### config.mk
export PLATFORM = sky130hd
export DESIGN_NAME = counting_semaphore_unit_top
export DESIGN_NICKNAME = d
export VERILOG_FILES = /design/src/rtl/core/csu_pkg.sv /design/src/rtl/core/counting_semaphore_unit_top.sv
export SDC_FILE = /design/constraint.sdc
export NUM_CORES = 2
export LEC_CHECK = 0
export BUFFER_PORTS_ARGS = -buffer_cell sky130_fd_sc_hd__buf_2
export CORE_MARGIN = 2
export CORE_UTILIZATION = 47
export CTS_BUF_LIST = sky130_fd_sc_hd__clkbuf_4 sky130_fd_sc_hd__clkbuf_8 sky130_fd_sc_hd__clkbuf_16
export DETAILED_ROUTE_END_ITERATION = 8
export HOLD_SLACK_MARGIN = 0.15
export PLACE_DENSITY = 0.61
export SYNTH_ARGS = -nofsm -noshare
export SYNTH_HDL_FRONTEND = slang
export SYNTH_SLANG_ARGS = --single-unit
### constraint.sdc
create_clock -name clk -period 8.76 [get_ports clk]
set_input_delay 1.314 -clock clk [delete_from_list [all_inputs] [get_ports clk]]
set_output_delay 1.314 -clock clk [all_outputs]
set_load 0.02 [all_outputs]
### src/rtl/core/csu_pkg.sv
// Package for the counting semaphore unit: transaction structs, codes, defaults.
// No dependencies.
`default_nettype none
package csu_pkg;
	localparam int SEM_SLOTS_DEF    = 16;
	localparam int WAIT_DEPTH_DEF   = 8;
	localparam int PROC_ID_BITS_DEF = 8;
	localparam int COUNT_BITS_DEF   = 16;

	localparam logic [2:0] OP_CREATE  = 3'd0;
	localparam logic [2:0] OP_DESTROY = 3'd1;
	localparam logic [2:0] OP_TRYWAIT = 3'd2;
	localparam logic [2:0] OP_POST    = 3'd3;
	localparam logic [2:0] OP_WAIT    = 3'd4;

	localparam logic [2:0] ST_OK       = 3'd0;
	localparam logic [2:0] ST_BLOCK    = 3'd1;
	localparam logic [2:0] ST_NOTFOUND = 3'd2;
	localparam logic [2:0] ST_NOSLOT   = 3'd3;
	localparam logic [2:0] ST_QFULL    = 3'd4;

	typedef struct packed {
		logic [2:0]  opcode;
		logic [31:0] sem_handle;
		logic [7:0]  process_id;
	} csu_cmd_t;

	typedef struct packed {
		logic [2:0]  status;
		logic [31:0] handle_out;
		logic        wake_valid;
		logic [7:0]  wake_process;
		logic        wake_ok;
		logic        blocked;
		logic        last;
	} csu_res_t;

	typedef enum logic [2:0] {
		S_IDLE, S_EXEC, S_DRD, S_DOUT, S_FIN, S_POUT
	} csu_state_t;
endpackage
`default_nettype wire

### src/rtl/core/counting_semaphore_unit_top.sv
// Counting semaphore table with per-slot FIFO wait queues.
// Create, try_wait, wait, not-found, post without release and destroy with an empty queue
// finish in S_EXEC; a post that releases a waiter adds S_POUT, a destroy with queued waiters
// adds S_DRD and S_DOUT per waiter, then S_FIN. The slot metadata RAM read-modify-write
// sets the rate; busy covers the whole transaction.
// Results are strobed on done, receiver never stalls.
// Reset clears control state and slot valid bits; RAMs need no clearing.
// Depends on csu_pkg.
`default_nettype none
module counting_semaphore_unit_top #(
	parameter int SEM_SLOTS    = csu_pkg::SEM_SLOTS_DEF,
	parameter int WAIT_DEPTH   = csu_pkg::WAIT_DEPTH_DEF,
	parameter int PROC_ID_BITS = csu_pkg::PROC_ID_BITS_DEF,
	parameter int COUNT_BITS   = csu_pkg::COUNT_BITS_DEF
) (
	input  wire               clk,
	input  wire               arst_n,
	input  wire               start,
	input  csu_pkg::csu_cmd_t cmd,
	output logic              busy,
	output logic              done,
	output csu_pkg::csu_res_t result
);
	import csu_pkg::*;

	localparam int SW = $clog2(SEM_SLOTS);
	localparam int PW = (WAIT_DEPTH > 1) ? $clog2(WAIT_DEPTH) : 1;
	localparam int FW = $clog2(WAIT_DEPTH + 1);
	localparam int MW = COUNT_BITS + 2 * PW + FW;
	localparam logic [PW-1:0] PTR_LAST = PW'(WAIT_DEPTH - 1);
	localparam logic [FW-1:0] FILL_MAX = FW'(WAIT_DEPTH);
	localparam logic [COUNT_BITS-1:0] CNT_MAX = '1;

	csu_state_t state_q, state_nxt;

	logic [SEM_SLOTS-1:0] in_use_q;
	logic [31:0]          handle_q [SEM_SLOTS];
	logic [31:0]          hcnt_q;

	logic [MW-1:0]           meta_mem [SEM_SLOTS];
	logic [MW-1:0]           meta_rd_q;
	logic [PROC_ID_BITS-1:0] wait_mem [SEM_SLOTS * (2 ** PW)];
	logic [PROC_ID_BITS-1:0] wait_rd_q;

	logic [2:0]              op_s1;
	logic [SW-1:0]           slot_s1;
	logic                    hit_s1;
	logic [PROC_ID_BITS-1:0] pid_s1;
	logic [PW-1:0]           head_q;
	logic [FW-1:0]           fill_q;

	logic          accept;
	logic [SW-1:0] hit_idx, free_idx;
	logic          hit, free_any;
	logic [PROC_ID_BITS-1:0] pid_in;
	logic [7:0]    wake_pid;

	logic [COUNT_BITS-1:0] m_cnt, cnt_inc;
	logic [PW-1:0]         m_head, m_tail, head_inc, tail_inc;
	logic [FW-1:0]         m_fill;

	logic          meta_we;
	logic [MW-1:0] meta_wd;
	logic          wq_we, wq_re;
	logic [SW+PW-1:0] wq_waddr, wq_raddr;
	logic          res_v;
	csu_res_t      res_d;
	logic          create_ok, free_slot, post_pop;

	assign accept = start && !busy;
	assign {m_cnt, m_head, m_tail, m_fill} = meta_rd_q;
	assign cnt_inc  = (m_cnt == CNT_MAX) ? m_cnt : m_cnt + 1'b1;
	assign head_inc = (m_head == PTR_LAST) ? '0 : m_head + 1'b1;
	assign tail_inc = (m_tail == PTR_LAST) ? '0 : m_tail + 1'b1;
	assign post_pop = (cnt_inc != '0) && (m_fill != '0);

	always_comb begin
		hit = 1'b0;
		hit_idx = '0;
		free_any = 1'b0;
		free_idx = '0;
		for (int i = SEM_SLOTS - 1; i >= 0; i--) begin
			if (in_use_q[i] && handle_q[i] == cmd.sem_handle) begin
				hit = 1'b1;
				hit_idx = SW'(i);
			end
			if (!in_use_q[i]) begin
				free_any = 1'b1;
				free_idx = SW'(i);
			end
		end
	end

	always_comb begin
		pid_in = '0;
		wake_pid = '0;
		for (int b = 0; b < PROC_ID_BITS; b++)
			if (b < 8) pid_in[b] = cmd.process_id[b];
		for (int b = 0; b < 8; b++)
			if (b < PROC_ID_BITS) wake_pid[b] = wait_rd_q[b];
	end

	// next state
	always_comb begin
		state_nxt = state_q;
		case (state_q)
			S_IDLE: if (accept) state_nxt = S_EXEC;
			S_EXEC: begin
				state_nxt = S_IDLE;
				if (hit_s1 && op_s1 == OP_DESTROY && m_fill != '0) state_nxt = S_DRD;
				if (hit_s1 && op_s1 == OP_POST && post_pop) state_nxt = S_POUT;
			end
			S_DRD:  state_nxt = S_DOUT;
			S_DOUT: state_nxt = (fill_q == '0) ? S_FIN : S_DRD;
			S_FIN:  state_nxt = S_IDLE;
			S_POUT: state_nxt = S_IDLE;
			default: state_nxt = S_IDLE;
		endcase
	end

	// outputs and memory controls
	always_comb begin
		res_v = 1'b0;
		res_d = '0;
		meta_we = 1'b0;
		meta_wd = meta_rd_q;
		wq_we = 1'b0;
		wq_re = 1'b0;
		wq_waddr = {slot_s1, m_tail};
		wq_raddr = {slot_s1, m_head};
		create_ok = 1'b0;
		free_slot = 1'b0;
		case (state_q)
			S_EXEC: begin
				res_v = 1'b1;
				res_d.last = 1'b1;
				if (op_s1 == OP_CREATE) begin
					if (hit_s1) begin
						create_ok = 1'b1;
						res_d.handle_out = hcnt_q + 1'b1;
						meta_we = 1'b1;
						meta_wd = '0;
					end else begin
						res_d.status = ST_NOSLOT;
					end
				end else if (op_s1 > OP_WAIT) begin
					res_d.status = ST_OK;
				end else if (!hit_s1) begin
					res_d.status = ST_NOTFOUND;
				end else begin
					case (op_s1)
						OP_DESTROY: begin
							if (m_fill != '0) res_v = 1'b0;
							else free_slot = 1'b1;
						end
						OP_TRYWAIT: begin
							if (m_cnt != '0) begin
								meta_we = 1'b1;
								meta_wd = {m_cnt - 1'b1, m_head, m_tail, m_fill};
							end else begin
								res_d.status = ST_BLOCK;
							end
						end
						OP_POST: begin
							meta_we = 1'b1;
							if (post_pop) begin
								res_v = 1'b0;
								wq_re = 1'b1;
								meta_wd = {cnt_inc - 1'b1, head_inc, m_tail, m_fill - 1'b1};
							end else begin
								meta_wd = {cnt_inc, m_head, m_tail, m_fill};
							end
						end
						OP_WAIT: begin
							if (m_cnt != '0) begin
								meta_we = 1'b1;
								meta_wd = {m_cnt - 1'b1, m_head, m_tail, m_fill};
							end else if (m_fill >= FILL_MAX) begin
								res_d.status = ST_QFULL;
							end else begin
								meta_we = 1'b1;
								meta_wd = {m_cnt, m_head, tail_inc, m_fill + 1'b1};
								wq_we = 1'b1;
								res_d.blocked = 1'b1;
							end
						end
						default: res_d.status = ST_OK;
					endcase
				end
			end
			S_DRD: begin
				wq_re = 1'b1;
				wq_raddr = {slot_s1, head_q};
			end
			S_DOUT, S_POUT: begin
				res_v = 1'b1;
				res_d.wake_valid = 1'b1;
				res_d.wake_process = wake_pid;
				res_d.wake_ok = (state_q == S_POUT);
				res_d.last = (state_q == S_POUT);
			end
			S_FIN: begin
				res_v = 1'b1;
				res_d.last = 1'b1;
				free_slot = 1'b1;
			end
			default: res_v = 1'b0;
		endcase
	end

	always_ff @(posedge clk or negedge arst_n) begin
		if (!arst_n) begin
			state_q  <= S_IDLE;
			in_use_q <= '0;
			hcnt_q   <= '0;
			done     <= 1'b0;
		end else begin
			state_q <= state_nxt;
			done    <= res_v;
			if (create_ok) begin
				in_use_q[slot_s1] <= 1'b1;
				hcnt_q <= hcnt_q + 1'b1;
			end
			if (free_slot) in_use_q[slot_s1] <= 1'b0;
		end
	end

	always_ff @(posedge clk) begin
		result <= res_d;
		if (create_ok) handle_q[slot_s1] <= hcnt_q + 1'b1;
		if (accept) begin
			op_s1   <= cmd.opcode;
			pid_s1  <= pid_in;
			slot_s1 <= (cmd.opcode == OP_CREATE) ? free_idx : hit_idx;
			hit_s1  <= (cmd.opcode == OP_CREATE) ? free_any : hit;
		end
		if (state_q == S_EXEC) begin
			head_q <= m_head;
			fill_q <= m_fill;
		end else if (state_q == S_DRD) begin
			head_q <= (head_q == PTR_LAST) ? '0 : head_q + 1'b1;
			fill_q <= fill_q - 1'b1;
		end
	end

	// slot metadata RAM
	always_ff @(posedge clk) begin
		if (meta_we) meta_mem[slot_s1] <= meta_wd;
		if (accept) meta_rd_q <= meta_mem[(cmd.opcode == OP_CREATE) ? free_idx : hit_idx];
	end

	// waiter RAM
	always_ff @(posedge clk) begin
		if (wq_we) wait_mem[wq_waddr] <= pid_s1;
		if (wq_re) wait_rd_q <= wait_mem[wq_raddr];
	end

	assign busy = (state_q != S_IDLE);

	a_accept_busy: assert property (@(posedge clk) disable iff (!arst_n)
		accept |=> busy) else $error("busy not raised after accept");
	a_more_busy: assert property (@(posedge clk) disable iff (!arst_n)
		done && !result.last |-> busy) else $error("non-final result while idle");
	a_wake_ok: assert property (@(posedge clk) disable iff (!arst_n)
		done && result.wake_ok |-> result.wake_valid) else $error("wake_ok without wake");
	a_no_done_exec: assert property (@(posedge clk) disable iff (!arst_n)
		accept |=> !done) else $error("result before execution");
endmodule
`default_nettype wire

==> impl_metrics.tcl <==
set metrics [dict create \
    run_status "finished clean" \
    design.die.area_sq_mm 0.1869 \
    power.share.switching_pct 28.86 \
    grt_overflow 0 \
    number_of_global_route_vias_before_repair 46740 \
    seq_area_frac_synth_pct 72.58 \
    synth_enable_flop_cells 2009 \
    fin_crit_sh_pct 67.44 \
    critical_path.max_fanout 30 \
    finalHoldViolCount 0 \
    power_frac_clock_pct 33.9 \
    gp_routability_congestion 0.8940 \
    syn_area_sq_mm 0.08621 \
    synth_top_flop_cell "sky130_fd_sc_hd__edfxtp_1" \
    clock_sink_count 2108 \
    tritoncts.num_buffers 213 \
    groute.usage.overall_pct 24.62 \
    detail_route.first_pass.iterations 8 \
    dieWidth_um 432.3 \
    period_needed_ns 5.908 \
    power_density_mw_per_mm2 274.5 \
    clock_root_buffer "sky130_fd_sc_hd__clkbuf_16" \
    yosys.cell_types.count 76 \
    pwr-share-seq_pct 45.8 \
    floorplan.die.height_um 432.3 \
    cts_setup_buffers 0 \
    clock_tree.buffer_depth 3 \
    grt_setup_unrepaired "no" \
    worstSkewPairLatency_ns 0.87 \
    layout-drive-gt1-share_pct 17.29 \
    worst_setup_path_end_kind "flip-flop" \
    async_reset_ff_share_pct 2.467 \
    design.core.area_sq_mm 0.1827 \
    cts-hold-fix-buffers 0 \
    postLayoutCoreUtil_pct 53.14 \
    cap_viol_max_count 0 \
    clkTransAtPathRegs_ns 0.06 \
    avgSynthCellArea_sq_um 16.43 \
    floorplan.initialDensity_pct 47.19 \
    post_dr_vias_cell 5.985 \
    leakage_nw 32.35 \
    htree_levels 4 \
    setup_violations 0 \
    mappedNetlistNets 5310 \
    wl_um 230700 \
    grt_first_pass_wirelength_um 332000 \
    finish.net_count 5457 \
    row_count 157 \
    setup_tns_ns 0 \
    worst_setup_path_start_kind "input port" \
    ant_nets 0 \
    slew_headroom_pct 4.413 \
    p_int_w 0.01895 \
    transition_time_at_the_pin_with_the_least_slew_margin_ns 1.423 \
    holdPathStages 1 \
    grt_max_degree 147 \
    ys_warn_count 0 \
    r2r.worst_path.cells 11 \
    grt_antenna_before_repair 4 \
    clock_tree_from_tritoncts "done" \
    detail_route.iter0.violations 5906 \
    post_drt_wl_per_cell_um 28.98 \
    dr_total_vias 47640 \
    crit_arrival_ns 6.48 \
    hold_path_class "reg -> reg" \
    timing_worst_setup_path_type "in -> reg" \
    netlist_instances 5247 \
    drt_drc_violations_left 0 \
    share_comb_of_total_power_pct 20.4 \
    area_growth_pct 12.61 \
    slew_viol_final 0 \
    synth.ff_latch_count 2108 \
    finalClockSkew_ns 0.04474 \
    io_pins 95 \
    fmax_mhz 169.3 \
    crit_required_ns 9.34 \
    port-buffer-count 94 \
    place.detailed.hpwl_um 133500 \
    post_cts_resize_count 0 \
    vdd_ir_drop_max_mv 0.2480 \
    p_switching_w 0.007690 \
]
[layout by cell type, fill, tap and decap left out, types with 52 or more instances in the layout]
cell type                      n
sky130_fd_sc_hd__a21oi_1     112
sky130_fd_sc_hd__buf_4       134
sky130_fd_sc_hd__nor2_1      274
sky130_fd_sc_hd__mux4_2      256
sky130_fd_sc_hd__edfxtp_1   2009
sky130_fd_sc_hd__nand2_1     529
sky130_fd_sc_hd__xnor2_1     112
sky130_fd_sc_hd__buf_2        94
sky130_fd_sc_hd__and2_1       67
sky130_fd_sc_hd__nand3_1      63
sky130_fd_sc_hd__xor2_1      455
sky130_fd_sc_hd__clkbuf_4     53
sky130_fd_sc_hd__dfrtp_1      52
sky130_fd_sc_hd__nor4_1      128
sky130_fd_sc_hd__clkbuf_16   219
sky130_fd_sc_hd__o21ai_0      65
sky130_fd_sc_hd__mux2i_1     111
[worst max-delay path: stages]
cell and delay, ns:
sky130_fd_sc_hd__buf_2 0.66, sky130_fd_sc_hd__xor2_1 0.14, sky130_fd_sc_hd__nor4_1 0.57, sky130_fd_sc_hd__nand4_1 0.50
sky130_fd_sc_hd__or4_1 0.70, sky130_fd_sc_hd__a211o_1 0.30, sky130_fd_sc_hd__o211a_4 0.41, sky130_fd_sc_hd__clkinv_4 0.25
sky130_fd_sc_hd__and2_2 0.93, sky130_fd_sc_hd__a2111oi_0 0.30, sky130_fd_sc_hd__a221o_1 0.35
[stage by stage]
step	hold slack (ns)	power (W)	instances	cell area, sq um	worst slack [ns]
floorplan	0.4203	0.01575	5247	86210	4.002
global route	0.5102	0.02754	7955	97070	2.658
finish	0.4918	0.02664	7959	97080	2.852
global placement	0.5086	0.01777	7564	90020	2.164
detailed placement	0.4864	0.01784	7564	90020	2.022
CTS	0.5046	0.02679	7955	97070	2.898
[synthesized netlist by cell type (29+ instances only)]
| master | n | area share, % |
|---|---|---|
| sky130_fd_sc_hd__a211oi_1 | 31 | 0.27 |
| sky130_fd_sc_hd__a21oi_1 | 115 | 0.67 |
| sky130_fd_sc_hd__a221o_1 | 51 | 0.59 |
| sky130_fd_sc_hd__a31oi_1 | 30 | 0.22 |
| sky130_fd_sc_hd__and2_1 | 68 | 0.49 |
| sky130_fd_sc_hd__and3_1 | 52 | 0.38 |
| sky130_fd_sc_hd__buf_1 | 38 | 0.17 |
| sky130_fd_sc_hd__buf_2 | 82 | 0.48 |
| sky130_fd_sc_hd__clkbuf_1 | 155 | 0.67 |
| sky130_fd_sc_hd__dfrtp_1 | 52 | 1.5 |
| sky130_fd_sc_hd__dfxtp_1 | 47 | 1.1 |
| sky130_fd_sc_hd__edfxtp_1 | 2009 | 70 |
| sky130_fd_sc_hd__mux2i_1 | 112 | 1.3 |
| sky130_fd_sc_hd__mux4_2 | 256 | 6.7 |
| sky130_fd_sc_hd__nand2_1 | 531 | 2.3 |
| sky130_fd_sc_hd__nand3_1 | 63 | 0.37 |
| sky130_fd_sc_hd__nand4_1 | 51 | 0.37 |
| sky130_fd_sc_hd__nor2_1 | 276 | 1.2 |
| sky130_fd_sc_hd__nor3_1 | 76 | 0.44 |
| sky130_fd_sc_hd__nor4_1 | 132 | 0.96 |
| sky130_fd_sc_hd__o21ai_0 | 67 | 0.39 |
| sky130_fd_sc_hd__o22ai_1 | 29 | 0.21 |
| sky130_fd_sc_hd__xnor2_1 | 126 | 1.3 |
| sky130_fd_sc_hd__xor2_1 | 469 | 4.8 |
[cells by family after synthesis]
group           count (synthesis)  share of synthesized area [%]
fa+ha+maj                      17                         0.2467
mux                           369                          8.002
simple gates                 1329                          7.189
xor+xnor                      595                          6.045
buf+inv                       330                          1.729
compound gates                499                          4.206
flops                        2108                          72.58
[worst paths after layout]
path | from | to | slack, ns
max | cmd[26] | meta_rd_q[1] | 2.85
min | wait_rd_q[1] | result[4] | 0.49
max reg2reg | state_q[2] | wait_rd_q[2] | 3.23
min reg2reg | wait_rd_q[1] | result[4] | 0.49
max in group asynchronous | arst_n | hcnt_q[28] | 7.66
min in group asynchronous | arst_n | hcnt_q[18] | 0.59
[registers in the layout (all words and copies together) (netlist names)]
signal     cells
wait_mem    1024
handle_q     512
meta_mem     416
result        47
hcnt_q        32
meta_rd_q     26
in_use_q      16
pid_s1         8
wait_rd_q      8
fill_q         4
slot_s1        4
head_q         3
op_s1          3
state_q        3
done           1
hit_s1         1
[power by group through the flow]
| stage | registers [W] | clock network, W | logic, W |
|---|---|---|---|
| floorplan | 0.0124 | 0 | 0.00332 |
| global placement | 0.0124 | 0 | 0.00538 |
| CTS | 0.0122 | 0.00914 | 0.00547 |
| detailed placement | 0.0124 | 0 | 0.00545 |
| finish | 0.0122 | 0.00903 | 0.00542 |
| global route | 0.0122 | 0.00953 | 0.00579 |
[routing by layer]
| layer | routed length (um) | track usage [%] |
|---|---|---|
| met5 | 0 | 0 |
| met4 | 6355 | 7.027 |
| met3 | 18580 | 3.863 |
| met2 | 109300 | 38.95 |
| met1 | 96470 | 35.52 |
[area by class of cell]
type	instances	area [sq um]
multi-input combinational	2809	22750
sequential	2108	62570
antenna	4	10.01
inverter	28	115.1
tap	2385	2984
clock buffer	294	6181
clock inverter	97	865.8
fill	14600	85610
timing repair buffer	234	1597
Note: power is estimated with default switching activity, not from simulation.
